<file path="config.mk">
export PLATFORM = sky130hd
export DESIGN_NAME = stepper_trapezoid_ramp_pulser_top_flat
export DESIGN_NICKNAME = d
export VERILOG_FILES = /design/src/rtl/srtp_pkg.sv /design/src/rtl/srtp_if.sv /design/src/rtl/srtp_div.sv /design/src/rtl/srtp_dp.sv /design/src/rtl/srtp_ctrl.sv /design/src/rtl/stepper_trapezoid_ramp_pulser_top.sv /design/src/flat_wrapper.sv
export SDC_FILE = /design/constraint.sdc
export NUM_CORES = 1
export LEC_CHECK = 0
export BUFFER_PORTS_ARGS = -buffer_cell sky130_fd_sc_hd__buf_2
export CORE_ASPECT_RATIO = 1.1
export CORE_MARGIN = 3
export CORE_UTILIZATION = 50
export CTS_BUF_LIST = sky130_fd_sc_hd__clkbuf_4 sky130_fd_sc_hd__clkbuf_8 sky130_fd_sc_hd__clkbuf_16
export DETAILED_ROUTE_END_ITERATION = 10
export PLACE_DENSITY = 0.72
export SYNTH_ARGS = -nofsm -noshare
export SYNTH_HDL_FRONTEND = slang
export SYNTH_SLANG_ARGS = --single-unit
export TNS_END_PERCENT = 50
</file>
<file path="constraint.sdc">
create_clock -name clock -period 5.2 [get_ports clock]
set_input_delay 0.26 -clock clock [delete_from_list [all_inputs] [get_ports clock]]
set_output_delay 0.26 -clock clock [all_outputs]
set_load 0.03 [all_outputs]
</file>
<file path="src/rtl/srtp_pkg.sv">
package srtp_pkg;

   // field widths
   localparam int DELAY_W    = 16;
   localparam int CNT_W      = 25;
   localparam int REST_W     = 28;
   localparam int POS_W      = 32;
   localparam int PHASE_W    = 2;
   localparam int DECEL_W    = 24;
   localparam int CSR_IDX_W  = 3;
   localparam int CSR_DATA_W = 25;

   // divider widths: num = 2*delay + rest, den = 4*count + 1
   localparam int NUM_W      = 29;
   localparam int DEN_W      = 27;
   localparam int MAG_W      = 28;
   localparam int REM_W      = 28;
   localparam int DIV_CNT_W  = 5;

   // motion phases
   localparam logic [PHASE_W-1:0] PH_STOP  = 2'd0;
   localparam logic [PHASE_W-1:0] PH_ACCEL = 2'd1;
   localparam logic [PHASE_W-1:0] PH_RUN   = 2'd2;
   localparam logic [PHASE_W-1:0] PH_DECEL = 2'd3;

   // item operations
   localparam logic OP_START = 1'b0;
   localparam logic OP_EVENT = 1'b1;

   // register indexes
   localparam logic [CSR_IDX_W-1:0] CSR_FIRST_DELAY  = 3'd0;
   localparam logic [CSR_IDX_W-1:0] CSR_CRUISE_DELAY = 3'd1;
   localparam logic [CSR_IDX_W-1:0] CSR_RAMP_DOWN    = 3'd2;
   localparam logic [CSR_IDX_W-1:0] CSR_DECEL_COUNT  = 3'd3;
   localparam logic [CSR_IDX_W-1:0] CSR_START_PHASE  = 3'd4;
   localparam logic [CSR_IDX_W-1:0] CSR_START_COUNT  = 3'd5;
   localparam logic [CSR_IDX_W-1:0] CSR_DIRECTION    = 3'd6;

   localparam logic [DELAY_W-1:0] FIRST_DELAY_RST = 16'd1000;

   typedef enum logic [3:0] {
      S_IDLE   = 4'b0001,
      S_EXEC   = 4'b0010,
      S_DIV    = 4'b0100,
      S_COMMIT = 4'b1000
   } ctrl_state_type;

   typedef enum logic [2:0] {
      D_IDLE = 3'b001,
      D_RUN  = 3'b010,
      D_FIX  = 3'b100
   } div_state_type;

   typedef struct packed {
      logic latch;
      logic div_start;
      logic commit;
   } cmd_type;

   typedef struct packed {
      logic need_div;
      logic div_done;
   } stat_type;

endpackage

</file>
<file path="src/rtl/srtp_if.sv">
interface srtp_req_if;
   logic        valid;
   logic        ready;
   logic        operation;
   logic [15:0] counter;

   modport source (output valid, output operation, output counter, input ready);
   modport sink   (input valid, input operation, input counter, output ready);
endinterface

interface srtp_rsp_if;
   logic               valid;
   logic               ready;
   logic [15:0]        compare_value;
   logic               step_done;
   logic [1:0]         phase;
   logic               moving;
   logic               ignored;
   logic signed [31:0] position;
   logic [31:0]        pulse_total;

   modport source (output valid, output compare_value, output step_done, output phase,
                   output moving, output ignored, output position, output pulse_total,
                   input ready);
   modport sink   (input valid, input compare_value, input step_done, input phase,
                   input moving, input ignored, input position, input pulse_total,
                   output ready);
endinterface

</file>
<file path="src/rtl/srtp_div.sv">
// Signed restoring divider, one quotient bit per cycle, truncates toward zero.
module srtp_div (
   input  logic                         clock,
   input  logic                         reset,
   input  logic                         start,
   input  logic [srtp_pkg::NUM_W-1:0]   num_i,
   input  logic [srtp_pkg::DEN_W-1:0]   den_i,
   output logic                         done_o,
   output logic [srtp_pkg::NUM_W-1:0]   quo_o,
   output logic [srtp_pkg::REM_W-1:0]   rem_o
);

   localparam int NUM_W = srtp_pkg::NUM_W;
   localparam int DEN_W = srtp_pkg::DEN_W;
   localparam int MAG_W = srtp_pkg::MAG_W;
   localparam int REM_W = srtp_pkg::REM_W;
   localparam int CW    = srtp_pkg::DIV_CNT_W;

   srtp_pkg::div_state_type state_ff, state_in;
   logic [CW-1:0]    cnt_ff, cnt_in;
   logic [DEN_W-1:0] dmag_ff, dmag_in;
   logic [MAG_W-1:0] quo_ff, quo_in;
   logic [REM_W-1:0] rem_ff, rem_in;
   logic             negq_ff, negq_in;
   logic             negr_ff, negr_in;
   logic             done_ff, done_in;
   logic [NUM_W-1:0] qout_ff, qout_in;
   logic [REM_W-1:0] rout_ff, rout_in;

   logic [NUM_W-1:0] num_abs;
   logic [DEN_W-1:0] den_abs;
   logic [REM_W-1:0] rem_sh;
   logic [REM_W:0]   diff;

   assign num_abs = num_i[NUM_W-1] ? (~num_i + 1'b1) : num_i;
   assign den_abs = den_i[DEN_W-1] ? (~den_i + 1'b1) : den_i;
   assign rem_sh  = {rem_ff[REM_W-2:0], quo_ff[MAG_W-1]};
   assign diff    = {1'b0, rem_sh} - (REM_W+1)'(dmag_ff);

   always_comb begin
      state_in = state_ff;
      cnt_in   = cnt_ff;
      dmag_in  = dmag_ff;
      quo_in   = quo_ff;
      rem_in   = rem_ff;
      negq_in  = negq_ff;
      negr_in  = negr_ff;
      done_in  = 1'b0;
      qout_in  = qout_ff;
      rout_in  = rout_ff;
      case (state_ff)
         srtp_pkg::D_IDLE: begin
            if (start) begin
               dmag_in  = den_abs;
               quo_in   = num_abs[MAG_W-1:0];
               rem_in   = '0;
               cnt_in   = '0;
               negq_in  = num_i[NUM_W-1] ^ den_i[DEN_W-1];
               negr_in  = num_i[NUM_W-1];
               state_in = srtp_pkg::D_RUN;
            end
         end
         srtp_pkg::D_RUN: begin
            if (!diff[REM_W]) begin
               rem_in = diff[REM_W-1:0];
               quo_in = {quo_ff[MAG_W-2:0], 1'b1};
            end else begin
               rem_in = rem_sh;
               quo_in = {quo_ff[MAG_W-2:0], 1'b0};
            end
            cnt_in = cnt_ff + 1'b1;
            if (cnt_ff == CW'(MAG_W - 1)) begin
               state_in = srtp_pkg::D_FIX;
            end
         end
         srtp_pkg::D_FIX: begin
            qout_in  = negq_ff ? (~{1'b0, quo_ff} + 1'b1) : {1'b0, quo_ff};
            rout_in  = negr_ff ? (~rem_ff + 1'b1) : rem_ff;
            done_in  = 1'b1;
            state_in = srtp_pkg::D_IDLE;
         end
         default: begin
            state_in = srtp_pkg::D_IDLE;
         end
      endcase
   end

   always_ff @(posedge clock) begin
      if (reset) begin
         state_ff <= srtp_pkg::D_IDLE;
         done_ff  <= 1'b0;
      end else begin
         state_ff <= state_in;
         done_ff  <= done_in;
      end
      cnt_ff  <= cnt_in;
      dmag_ff <= dmag_in;
      quo_ff  <= quo_in;
      rem_ff  <= rem_in;
      negq_ff <= negq_in;
      negr_ff <= negr_in;
      qout_ff <= qout_in;
      rout_ff <= rout_in;
   end

   assign done_o = done_ff;
   assign quo_o  = qout_ff;
   assign rem_o  = rout_ff;

endmodule

</file>
<file path="src/rtl/srtp_dp.sv">
// Datapath: registers, ramp state, next-state logic, divider and result register.
module srtp_dp #(
   parameter int STEP_BITS = 24
) (
   input  logic                                  clock,
   input  logic                                  reset,
   input  logic                                  csr_we,
   input  logic [srtp_pkg::CSR_IDX_W-1:0]        csr_index,
   input  logic [srtp_pkg::CSR_DATA_W-1:0]       csr_wdata,
   input  logic                                  req_operation,
   input  logic [srtp_pkg::DELAY_W-1:0]          req_counter,
   input  srtp_pkg::cmd_type                     cmd,
   output srtp_pkg::stat_type                    stat,
   output logic [srtp_pkg::DELAY_W-1:0]          rsp_compare_value,
   output logic                                  rsp_step_done,
   output logic [srtp_pkg::PHASE_W-1:0]          rsp_phase,
   output logic                                  rsp_moving,
   output logic                                  rsp_ignored,
   output logic signed [srtp_pkg::POS_W-1:0]     rsp_position,
   output logic [srtp_pkg::POS_W-1:0]            rsp_pulse_total
);

   localparam int DELAY_W = srtp_pkg::DELAY_W;
   localparam int CNT_W   = srtp_pkg::CNT_W;
   localparam int REST_W  = srtp_pkg::REST_W;
   localparam int POS_W   = srtp_pkg::POS_W;
   localparam int PHASE_W = srtp_pkg::PHASE_W;
   localparam int DECEL_W = srtp_pkg::DECEL_W;
   localparam int NUM_W   = srtp_pkg::NUM_W;
   localparam int DEN_W   = srtp_pkg::DEN_W;
   localparam int REM_W   = srtp_pkg::REM_W;
   localparam int CMP_W   = (STEP_BITS > DECEL_W) ? STEP_BITS : DECEL_W;
   localparam logic [CMP_W-1:0] STEP_MASK = {CMP_W{1'b1}} >> (CMP_W - STEP_BITS);

   // configuration
   logic [DELAY_W-1:0] first_delay_ff, first_delay_in;
   logic [DELAY_W-1:0] cruise_delay_ff, cruise_delay_in;
   logic [DECEL_W-1:0] ramp_down_ff, ramp_down_in;
   logic [CNT_W-1:0]   decel_count_ff, decel_count_in;
   logic [PHASE_W-1:0] start_phase_ff, start_phase_in;
   logic               start_count_ff, start_count_in;
   logic               direction_ff, direction_in;

   // latched item
   logic               op_ff;
   logic [DELAY_W-1:0] counter_ff;

   // ramp state
   logic [PHASE_W-1:0]   phase_ff, phase_in;
   logic                 moving_ff, moving_in;
   logic                 half_ff, half_in;
   logic [DELAY_W-1:0]   delay_ff, delay_in;
   logic [CNT_W-1:0]     ramp_ff, ramp_in;
   logic [STEP_BITS-1:0] steps_ff, steps_in;
   logic [REST_W-1:0]    rest_ff, rest_in;
   logic [DELAY_W-1:0]   last_ff, last_in;
   logic [POS_W-1:0]     pos_ff, pos_in;
   logic [POS_W-1:0]     total_ff, total_in;

   // result register
   logic [DELAY_W-1:0] cmp_ff, cmp_in;
   logic               done_ff, done_in;
   logic               ign_ff, ign_in;
   logic [PHASE_W-1:0] ph_out_ff;
   logic               mov_out_ff;
   logic [POS_W-1:0]   pos_out_ff;
   logic [POS_W-1:0]   tot_out_ff;

   // divider
   logic [CNT_W-1:0]   cnt_inc;
   logic [NUM_W-1:0]   div_num;
   logic [DEN_W-1:0]   div_den;
   logic               div_done;
   logic [NUM_W-1:0]   div_quo;
   logic [REM_W-1:0]   div_rem;
   logic [DELAY_W-1:0] ramp_delay;

   logic [STEP_BITS-1:0] steps_inc;
   logic                 at_decel;
   logic [DELAY_W-1:0]   nd;

   assign cnt_inc = ramp_ff + 1'b1;
   // 4*count+1 is the count shifted up with a one below
   assign div_den = {cnt_inc, 2'b01};
   assign div_num = {{(NUM_W-DELAY_W-1){1'b0}}, delay_ff, 1'b0}
                  + {{(NUM_W-REST_W){rest_ff[REST_W-1]}}, rest_ff};

   srtp_div u_div (
      .clock  (clock),
      .reset  (reset),
      .start  (cmd.div_start),
      .num_i  (div_num),
      .den_i  (div_den),
      .done_o (div_done),
      .quo_o  (div_quo),
      .rem_o  (div_rem)
   );

   assign ramp_delay = delay_ff - div_quo[DELAY_W-1:0];
   assign steps_inc  = steps_ff + 1'b1;
   assign at_decel   = CMP_W'(steps_inc) >= (CMP_W'(ramp_down_ff) & STEP_MASK);

   assign stat.need_div = (op_ff == srtp_pkg::OP_EVENT) && moving_ff && half_ff
                        && ((phase_ff == srtp_pkg::PH_ACCEL)
                            || (phase_ff == srtp_pkg::PH_DECEL));
   assign stat.div_done = div_done;

   // configuration writes
   always_comb begin
      first_delay_in  = first_delay_ff;
      cruise_delay_in = cruise_delay_ff;
      ramp_down_in    = ramp_down_ff;
      decel_count_in  = decel_count_ff;
      start_phase_in  = start_phase_ff;
      start_count_in  = start_count_ff;
      direction_in    = direction_ff;
      if (csr_we) begin
         case (csr_index)
            srtp_pkg::CSR_FIRST_DELAY:  first_delay_in  = csr_wdata[DELAY_W-1:0];
            srtp_pkg::CSR_CRUISE_DELAY: cruise_delay_in = csr_wdata[DELAY_W-1:0];
            srtp_pkg::CSR_RAMP_DOWN:    ramp_down_in    = csr_wdata[DECEL_W-1:0];
            srtp_pkg::CSR_DECEL_COUNT:  decel_count_in  = csr_wdata[CNT_W-1:0];
            srtp_pkg::CSR_START_PHASE:  start_phase_in  = csr_wdata[PHASE_W-1:0];
            srtp_pkg::CSR_START_COUNT:  start_count_in  = csr_wdata[0];
            srtp_pkg::CSR_DIRECTION:    direction_in    = csr_wdata[0];
            default: ;
         endcase
      end
   end

   // next state of one item
   always_comb begin
      phase_in = phase_ff;
      moving_in = moving_ff;
      half_in  = half_ff;
      delay_in = delay_ff;
      ramp_in  = ramp_ff;
      steps_in = steps_ff;
      rest_in  = rest_ff;
      last_in  = last_ff;
      pos_in   = pos_ff;
      total_in = total_ff;
      cmp_in   = '0;
      done_in  = 1'b0;
      ign_in   = 1'b0;
      nd       = '0;
      if (op_ff == srtp_pkg::OP_START) begin
         if (moving_ff) begin
            ign_in = 1'b1;
         end else begin
            delay_in  = first_delay_ff;
            phase_in  = start_phase_ff;
            ramp_in   = {CNT_W{start_count_ff}};
            moving_in = 1'b1;
            cmp_in    = counter_ff + (first_delay_ff >> 1);
         end
      end else if (!moving_ff) begin
         ign_in = 1'b1;
      end else begin
         cmp_in  = counter_ff + (delay_ff >> 1);
         half_in = ~half_ff;
         if (half_ff) begin
            case (phase_ff)
               srtp_pkg::PH_ACCEL: begin
                  done_in = 1'b1;
                  ramp_in = cnt_inc;
                  nd      = ramp_delay;
                  rest_in = div_rem;
                  if (at_decel) begin
                     ramp_in  = decel_count_ff;
                     phase_in = srtp_pkg::PH_DECEL;
                  end else if (ramp_delay <= cruise_delay_ff) begin
                     last_in  = ramp_delay;
                     nd       = cruise_delay_ff;
                     rest_in  = '0;
                     phase_in = srtp_pkg::PH_RUN;
                  end
               end
               srtp_pkg::PH_RUN: begin
                  done_in = 1'b1;
                  nd      = cruise_delay_ff;
                  if (at_decel) begin
                     ramp_in  = decel_count_ff;
                     nd       = last_ff;
                     phase_in = srtp_pkg::PH_DECEL;
                  end
               end
               srtp_pkg::PH_DECEL: begin
                  done_in = 1'b1;
                  ramp_in = cnt_inc;
                  nd      = ramp_delay;
                  rest_in = div_rem;
                  if (!cnt_inc[CNT_W-1]) begin
                     phase_in = srtp_pkg::PH_STOP;
                  end
               end
               default: begin
                  // stop phase: move ends
                  steps_in  = '0;
                  rest_in   = '0;
                  moving_in = 1'b0;
               end
            endcase
            if (done_in) begin
               steps_in = steps_inc;
               total_in = total_ff + 1'b1;
               pos_in   = direction_ff ? (pos_ff - 1'b1) : (pos_ff + 1'b1);
            end
            delay_in = nd;
         end
      end
   end

   always_ff @(posedge clock) begin
      if (reset) begin
         first_delay_ff  <= srtp_pkg::FIRST_DELAY_RST;
         cruise_delay_ff <= '0;
         ramp_down_ff    <= '0;
         decel_count_ff  <= '1;
         start_phase_ff  <= srtp_pkg::PH_STOP;
         start_count_ff  <= 1'b0;
         direction_ff    <= 1'b0;
         phase_ff  <= srtp_pkg::PH_STOP;
         moving_ff <= 1'b0;
         half_ff   <= 1'b0;
         delay_ff  <= '0;
         ramp_ff   <= '0;
         steps_ff  <= '0;
         rest_ff   <= '0;
         last_ff   <= '0;
         pos_ff    <= '0;
         total_ff  <= '0;
      end else begin
         first_delay_ff  <= first_delay_in;
         cruise_delay_ff <= cruise_delay_in;
         ramp_down_ff    <= ramp_down_in;
         decel_count_ff  <= decel_count_in;
         start_phase_ff  <= start_phase_in;
         start_count_ff  <= start_count_in;
         direction_ff    <= direction_in;
         if (cmd.commit) begin
            phase_ff  <= phase_in;
            moving_ff <= moving_in;
            half_ff   <= half_in;
            delay_ff  <= delay_in;
            ramp_ff   <= ramp_in;
            steps_ff  <= steps_in;
            rest_ff   <= rest_in;
            last_ff   <= last_in;
            pos_ff    <= pos_in;
            total_ff  <= total_in;
         end
      end
   end

   // payload registers
   always_ff @(posedge clock) begin
      if (cmd.latch) begin
         op_ff      <= req_operation;
         counter_ff <= req_counter;
      end
      if (cmd.commit) begin
         cmp_ff     <= cmp_in;
         done_ff    <= done_in;
         ign_ff     <= ign_in;
         ph_out_ff  <= phase_in;
         mov_out_ff <= moving_in;
         pos_out_ff <= pos_in;
         tot_out_ff <= total_in;
      end
   end

   assign rsp_compare_value = cmp_ff;
   assign rsp_step_done     = done_ff;
   assign rsp_phase         = ph_out_ff;
   assign rsp_moving        = mov_out_ff;
   assign rsp_ignored       = ign_ff;
   assign rsp_position      = pos_out_ff;
   assign rsp_pulse_total   = tot_out_ff;

endmodule

</file>
<file path="src/rtl/srtp_ctrl.sv">
// Controller: sequences accept, optional divide and commit of one item.
module srtp_ctrl (
   input  logic               clock,
   input  logic               reset,
   input  logic               req_valid,
   output logic               req_ready,
   output logic               rsp_valid,
   input  logic               rsp_ready,
   input  srtp_pkg::stat_type stat,
   output srtp_pkg::cmd_type  cmd
);

   srtp_pkg::ctrl_state_type state_ff, state_in;
   logic rsp_valid_ff, rsp_valid_in;
   logic out_free;

   assign out_free  = !rsp_valid_ff || rsp_ready;
   assign req_ready = (state_ff == srtp_pkg::S_IDLE);

   always_comb begin
      state_in      = state_ff;
      cmd.latch     = 1'b0;
      cmd.div_start = 1'b0;
      cmd.commit    = 1'b0;
      case (state_ff)
         srtp_pkg::S_IDLE: begin
            if (req_valid) begin
               cmd.latch = 1'b1;
               state_in  = srtp_pkg::S_EXEC;
            end
         end
         srtp_pkg::S_EXEC: begin
            if (stat.need_div) begin
               cmd.div_start = 1'b1;
               state_in      = srtp_pkg::S_DIV;
            end else begin
               state_in = srtp_pkg::S_COMMIT;
            end
         end
         srtp_pkg::S_DIV: begin
            if (stat.div_done) begin
               state_in = srtp_pkg::S_COMMIT;
            end
         end
         srtp_pkg::S_COMMIT: begin
            if (out_free) begin
               cmd.commit = 1'b1;
               state_in   = srtp_pkg::S_IDLE;
            end
         end
         default: begin
            state_in = srtp_pkg::S_IDLE;
         end
      endcase
   end

   always_comb begin
      rsp_valid_in = rsp_valid_ff && !rsp_ready;
      if (cmd.commit) begin
         rsp_valid_in = 1'b1;
      end
   end

   always_ff @(posedge clock) begin
      if (reset) begin
         state_ff     <= srtp_pkg::S_IDLE;
         rsp_valid_ff <= 1'b0;
      end else begin
         state_ff     <= state_in;
         rsp_valid_ff <= rsp_valid_in;
      end
   end

   assign rsp_valid = rsp_valid_ff;

endmodule

</file>
<file path="src/rtl/stepper_trapezoid_ramp_pulser_top.sv">
// Trapezoidal stepper ramp pulser, one item per timer toggle.
//
// req_ch: operation (0 start a move, 1 compare event) and the timer counter.
// rsp_ch: exactly one result per item: next compare value, step_done, phase,
//   moving, ignored, position and pulse_total.
// csr_*: write-only register port (index 0..6), to be written only while idle;
//   the block itself does not enforce this.
// Flow: a start, an ignored item, a run or stop step, or the first toggle
//   of a step passes the IDLE, EXEC and COMMIT states. A step in accel or
//   decel runs the ramp division through the bit-serial divider: 28 quotient
//   bits plus a sign fix-up, in the DIV state between EXEC and COMMIT.
// Throughput: one item at a time; the next item is accepted in the cycle after
//   the previous result is loaded.
// The result sits in an output register, so a new item is accepted while the
//   last result still waits; a stalled receiver only holds the block before it
//   loads the following result.
// Reset (synchronous, active high): no move, phase stop, counters, position and
//   pulse total cleared, registers at their defaults (first delay 1000, decel
//   count -1, all others zero).
module stepper_trapezoid_ramp_pulser_top #(
   parameter int STEP_BITS = 24   // width of the step counter used for decel start
) (
   input  logic                                  clock,
   input  logic                                  reset,
   srtp_req_if.sink                              req_ch,
   srtp_rsp_if.source                            rsp_ch,
   input  logic                                  csr_we,
   input  logic [srtp_pkg::CSR_IDX_W-1:0]        csr_index,
   input  logic [srtp_pkg::CSR_DATA_W-1:0]       csr_wdata
);

   srtp_pkg::cmd_type  cmd;
   srtp_pkg::stat_type stat;

   // sequencing: accept, divide when the step ramps, commit into the result register
   srtp_ctrl u_ctrl (
      .clock     (clock),
      .reset     (reset),
      .req_valid (req_ch.valid),
      .req_ready (req_ch.ready),
      .rsp_valid (rsp_ch.valid),
      .rsp_ready (rsp_ch.ready),
      .stat      (stat),
      .cmd       (cmd)
   );

   // ramp state, registers, divider and result payload
   srtp_dp #(
      .STEP_BITS (STEP_BITS)
   ) u_dp (
      .clock             (clock),
      .reset             (reset),
      .csr_we            (csr_we),
      .csr_index         (csr_index),
      .csr_wdata         (csr_wdata),
      .req_operation     (req_ch.operation),
      .req_counter       (req_ch.counter),
      .cmd               (cmd),
      .stat              (stat),
      .rsp_compare_value (rsp_ch.compare_value),
      .rsp_step_done     (rsp_ch.step_done),
      .rsp_phase         (rsp_ch.phase),
      .rsp_moving        (rsp_ch.moving),
      .rsp_ignored       (rsp_ch.ignored),
      .rsp_position      (rsp_ch.position),
      .rsp_pulse_total   (rsp_ch.pulse_total)
   );

endmodule

</file>
<file path="src/flat_wrapper.sv">
// flat-port wrapper written by rule: the top's interface ports become plain ports
module stepper_trapezoid_ramp_pulser_top_flat 
#(
   parameter int STEP_BITS = 24                                                    
)
  (clock, reset, csr_we, csr_index, csr_wdata, req_ch_valid, req_ch_operation, req_ch_counter, req_ch_ready, rsp_ch_valid, rsp_ch_compare_value, rsp_ch_step_done, rsp_ch_phase, rsp_ch_moving, rsp_ch_ignored, rsp_ch_position, rsp_ch_pulse_total, rsp_ch_ready);
  srtp_req_if req_ch_i ();
  srtp_rsp_if rsp_ch_i ();
  input  logic clock;
  input  logic reset;
  input  logic csr_we;
  input  logic [srtp_pkg::CSR_IDX_W-1:0] csr_index;
  input  logic [srtp_pkg::CSR_DATA_W-1:0] csr_wdata;
  input wire logic [$bits(req_ch_i.valid)-1:0] req_ch_valid;
  input wire logic [$bits(req_ch_i.operation)-1:0] req_ch_operation;
  input wire logic [$bits(req_ch_i.counter)-1:0] req_ch_counter;
  output wire logic [$bits(req_ch_i.ready)-1:0] req_ch_ready;
  output wire logic [$bits(rsp_ch_i.valid)-1:0] rsp_ch_valid;
  output wire logic [$bits(rsp_ch_i.compare_value)-1:0] rsp_ch_compare_value;
  output wire logic [$bits(rsp_ch_i.step_done)-1:0] rsp_ch_step_done;
  output wire logic [$bits(rsp_ch_i.phase)-1:0] rsp_ch_phase;
  output wire logic [$bits(rsp_ch_i.moving)-1:0] rsp_ch_moving;
  output wire logic [$bits(rsp_ch_i.ignored)-1:0] rsp_ch_ignored;
  output wire logic [$bits(rsp_ch_i.position)-1:0] rsp_ch_position;
  output wire logic [$bits(rsp_ch_i.pulse_total)-1:0] rsp_ch_pulse_total;
  input wire logic [$bits(rsp_ch_i.ready)-1:0] rsp_ch_ready;
  assign req_ch_i.valid = req_ch_valid;
  assign req_ch_i.operation = req_ch_operation;
  assign req_ch_i.counter = req_ch_counter;
  assign req_ch_ready = req_ch_i.ready;
  assign rsp_ch_valid = rsp_ch_i.valid;
  assign rsp_ch_compare_value = rsp_ch_i.compare_value;
  assign rsp_ch_step_done = rsp_ch_i.step_done;
  assign rsp_ch_phase = rsp_ch_i.phase;
  assign rsp_ch_moving = rsp_ch_i.moving;
  assign rsp_ch_ignored = rsp_ch_i.ignored;
  assign rsp_ch_position = rsp_ch_i.position;
  assign rsp_ch_pulse_total = rsp_ch_i.pulse_total;
  assign rsp_ch_i.ready = rsp_ch_ready;
  stepper_trapezoid_ramp_pulser_top #(.STEP_BITS(STEP_BITS)) u_core (.clock(clock), .reset(reset), .req_ch(req_ch_i), .rsp_ch(rsp_ch_i), .csr_we(csr_we), .csr_index(csr_index), .csr_wdata(csr_wdata));
endmodule
</file>
==> impl_summary.md <==
STA
After routing, the total negative slack on setup checks comes to 0 ns. For the finished layout, the period the worst path requires is 4.85 ns. The worst pin sits at a relative slew slack of ~20%. Based on the critical path, the design can be clocked at up to ~210 MHz. The final hold violation count is 0. The post-route fraction of the period consumed by the critical path is between 90% and 100%. The total setup violations reported at the end of the flow is 0. For the pin with the worst max-slew slack, the measured transition is ~1.2 ns. The clock skew after layout is approximately 0.020 ns. The smallest setup slack after layout is ~0.35 ns. The number of slew-limit violations in the final report is 0. Setup repair after global routing left no endpoint under its margin.

Worst setup path
In this run the worst path has a maximum fanout of 7. Walking the worst path, the cells encountered are inv_1, ha_1, fa_1, nor2b_1, o21ai_0, a21boi_0, o21ai_0, a211oi_2, nor3_1, xnor2_1, ha_1, nand4_1, nor2_1, a211oi_1, a31o_2, a32oi_1, or3_1, a21oi_1, and2_2, buf_4, nand2_1, a311oi_1. The required arrival time at the worst endpoint is roughly 5.7 ns.

The critical path arrival is about 5.4 ns. The highest cell delay on the worst timing path is slightly above 0.4 ns. The number of cell instances on the worst register-to-register path is 22. The endpoint identified for the worst register-to-register timing path is u_core.u_dp.delay_ff[6]. For this design, the slowest cell found on the critical path is fa_1.

The critical path capture point type is a flip-flop. The setup path with the least slack is of type reg -> reg. The worst-case register-to-register setup slack is 0.35 ns. In this run the critical register-to-register path is launched from u_core.u_dp.delay_ff[0]. STA classifies the critical path startpoint as a flip-flop.

Route
After the first detailed-routing iteration, the DRC count stood at roughly 1700. The via total after detailed routing is ~23000. The total wirelength of the detailed-routed design is 71.5 mm.

After detailed routing, the number of remaining DRC violations is 0. The post-detailed-route wirelength per cell is 17.6 um. Before antenna repair, the detailed router went through 6 iterations. Dividing the detail-routed via count by the number of cells gives roughly 5.7. The count of nets left with antenna violations once routing finished came out at 0.

CTS
After clock tree synthesis, the clock-pin slew on the worst setup and hold paths is 0.06 ns. The deepest level of the CTS H-tree is 2. The longest clock path from root to sink contains 3 buffers. The number of buffers created by CTS is 54. The post-CTS repair timing setup buffer count is 0. The clock latency reported for the late side of the worst-skew pair is between 0.6 and 0.7 ns. CTS placed an instance of clkbuf_16 at the clock tree root. The CTS tree is done. The clock drives between 500 and 600 sinks.

Place
OpenSTA, run right after detailed placement, puts the worst setup slack at 0.227 ns. During placement, the flow inserted port buffers numbering 136. The number of placed instances, taps included is around 4000. The HPWL after detailed placement is approximately 52 mm. The congestion estimate from routability-driven global placement came to approximately 0.94.

Flow run
The count of maximum capacitance violations is 0.

Logic synthesis
The synthesized design contains between 500 and 600 register bits. The unique cell type count in the Yosys netlist is a little over 90. The share of async-settable or async-resettable flops after synthesis is 0%. During synthesis, Yosys emitted a total of 0 warnings. The dominant register cell in the synthesized netlist is dfxtp_1.

The number of nets produced by synthesis is between 3000 and 4000. The synthesized netlist occupies a cell area of approximately 29000 um^2. Sequential cells were found to cover between 40 and 50% of the synthesized design area. In this run, synthesis inferred around 240 flip-flops with an integrated enable.

Synthesis handed over a netlist of between 3000 and 4000 instances. A synthesized cell averages 9.15 um^2.

Power
Of the total power, the share spent switching nets is 26.4%. The share of power burned in combinational logic is 13.7%. For this design the static power due to leakage is 12.9 nW. The net switching power figure is 0.00257 W. Cell internal power was estimated by the tool at just over 0.007 W. The worst-case IR drop observed on VDD is about 0.24 mV. The power per cell area is around 300 nW/um^2.

Sequential cells burn 45.5% of the power. Per report_power, the clock group accounts for 40.9% of the total.

Min path
Counting instances, the worst hold path has a depth of 4. The worst hold path begins at csr_index[2]. The sink of the worst hold path is u_core.u_dp.start_count_ff. The tightest min-delay check is of the in -> reg type.

Final layout
Registers take around 12000 um^2. The commonest non-fill, non-tap cell in the layout is nand2_1. The area of the multi-input gates is approximately 15000 um^2. Cells with a size suffix above 1 make up approximately a tenth of the layout.

The count of fill cells added during filler insertion is around 5000. The final layout contains between 3000 and 4000 nets. The finished layout holds about 4000 standard cells, fillers aside. In the layout the commonest cells are nand2_1, nor2_1, dfxtp_1. The area growth from synthesis to layout is 13.3%.

Global routing
The largest net degree at the start of global routing is approximately 130. The number of global-route vias before repair came to between 20000 and 25000. In the global route stage, overall resource usage came out at roughly 23%. The first global-routing pass estimated ~110 mm of wire. The total global routing overflow is 0.

The initial antenna violation count is 5.

Floorplanning
The number of top-level pins is around 140. After floorplanning, the core was sized to cover 56400 um^2. The die covers roughly 60000 um^2. Row generation in the floorplan step produced a little over 90 rows. The horizontal extent of the die is 234 um. Once the floorplan was initialized, standard cells occupied between 50% and 60% of the core.

The die is ~260 um tall.

Status
The flow ran to the end, and the final reports show no timing, DRC or antenna violations.
state kept, by name, indices dropped and copies added, names as in the netlist, 24 cells and up:
| signal | flops |
|---|---|
| u_core.u_dp.pos_ff | 32 |
| u_core.u_dp.ramp_ff | 25 |
| u_core.u_dp.rest_ff | 28 |
| u_core.u_dp.steps_ff | 24 |
| u_core.u_dp.rsp_pulse_total | 32 |
| u_core.u_dp.total_ff | 32 |
| u_core.u_dp.decel_count_ff | 25 |
| u_core.u_dp.ramp_down_ff | 24 |
| u_core.u_dp.u_div.quo_ff | 28 |
| u_core.u_dp.u_div.rem_ff | 28 |
| u_core.u_dp.rsp_position | 32 |
| u_core.u_dp.u_div.rem_o | 28 |
| u_core.u_dp.u_div.dmag_ff | 26 |
kinds of logic (layout without fill, tap and decap cells):
| logic type | Yosys count | in the layout | share of synthesized area [%] |
|---|---|---|---|
| AOI/OAI and AO/OA | 726 | 726 | 16.3 |
| xor gates and xnor gates | 309 | 309 | 9.46 |
| adders and majority gates | 172 | 172 | 7.68 |
| buffers and inverters | 280 | 463 | 3.79 |
| DFF | 506 | 506 | 43.6 |
| muxes | 44 | 44 | 1.54 |
| other | 1 | 4 | 0.0131 |
| and+or+nand+nor | 1089 | 1089 | 17.6 |
synthesized netlist by cell type (all sizes together) (20+ instances only):
master  instances  area, um^2
o22ai          36         225
edfxtp        235        7060
nand3b         40         300
xor2          121        1060
nor2          335        1270
a21oi         227        1140
a21o           60         450
nand2         404        1520
inv           145         544
mux2i          43         430
a22o           20         175
nand3          71         360
a22oi          36         270
dfxtp         271        5430
nor2b          22         138
o21a           25         188
nand4          27         205
o21ai         139         703
a211oi         41         313
ha            166        2080
nand2b         24         150
buf            21         111
and3           20         125
o31ai          20         155
clkbuf        113         424
o21bai         21         158
xnor2         188        1650
or3            34         213
nor3           53         282
worst max-delay path: cells and delay by family, from the launching register on:
kind	cells	cell delay, ns
AO/OA/AOI/OAI	9	1.85
XOR/XNOR	1	0.30
adder cells (fa/ha/maj)	3	0.94
buffers and inverters	2	0.24
flip-flops	1	0.36
AND/OR/NAND/NOR	7	1.07
worst max path at each step:
stage | startpoint | depth (start not counted) | end
6_report | u_core.u_dp.delay_ff[0] | 22 | u_core.u_dp.delay_ff[6]
3_3_place_gp | u_core.u_dp.u_div.quo_o[1] | 21 | u_core.u_dp.delay_ff[10]
3_5_place_dp | u_core.u_dp.u_div.quo_o[1] | 21 | u_core.u_dp.delay_ff[6]
2_1_floorplan | u_core.u_dp.delay_ff[0] | 22 | u_core.u_dp.last_ff[10]
5_1_grt | u_core.u_dp.delay_ff[0] | 22 | u_core.u_dp.delay_ff[6]
4_1_cts | u_core.u_dp.steps_ff[5] | 17 | u_core.u_dp.delay_ff[0]
power by group through the flow:
stage / Combinational [W] / Clock, W / Sequential [W]
4_1_cts: 0.00132 / 0.00405 / 0.00443
3_3_place_gp: 0.00125 / 0 / 0.00451
2_1_floorplan: 0.000857 / 0 / 0.00456
6_report: 0.00133 / 0.00399 / 0.00443
3_5_place_dp: 0.00129 / 0 / 0.00451
5_1_grt: 0.00147 / 0.00421 / 0.00445
timing repair:
| item | CTS | global route |
|---|---|---|
| gates resized for setup | 0 | 9 |
| endpoints found under the setup margin | 0 | 55 |
| endpoints found under the hold margin | 100 | 0 |
| hold buffers | 44 | 0 |
per-stage QoR:
stage | instance area (um^2) | util [%] | total power, W | hold slack, ns
CTS | 32400 | 57.5 | 0.00980 | 0.000610
finish | 32400 | 57.5 | 0.00976 | 0.0335
floorplan | 28600 | - | 0.00542 | 0.359
global placement | 30100 | 53.4 | 0.00576 | 0.440
detailed placement | 30100 | 53.4 | 0.00580 | 0.438
global route | 32400 | 57.5 | 0.0101 | 0.0157
per-layer routing:
| metal | GRT usage (%) | routed length, um | vias to the layer above |
|---|---|---|---|
| li1 | - | - | 11372 |
| met1 | 31.0 | 31800 | 11009 |
| met2 | 38.0 | 33600 | 578 |
| met3 | 4.11 | 4140 | 116 |
| met4 | 6.96 | 1960 | 4 |
| met5 | 0 | 31 | - |
cell type report:
cell class                 instances  share of cell area, %
antenna                            3                 0.0231
timing repair buffer             218                   4.43
multi-input combinational       2341                   46.8
clock inverter                    19                  0.691
inverter                         146                   1.70
clock buffer                      80                   5.03
sequential                       506                   38.5
tap                              744                   2.87
(Power assumes the default switching activity.)
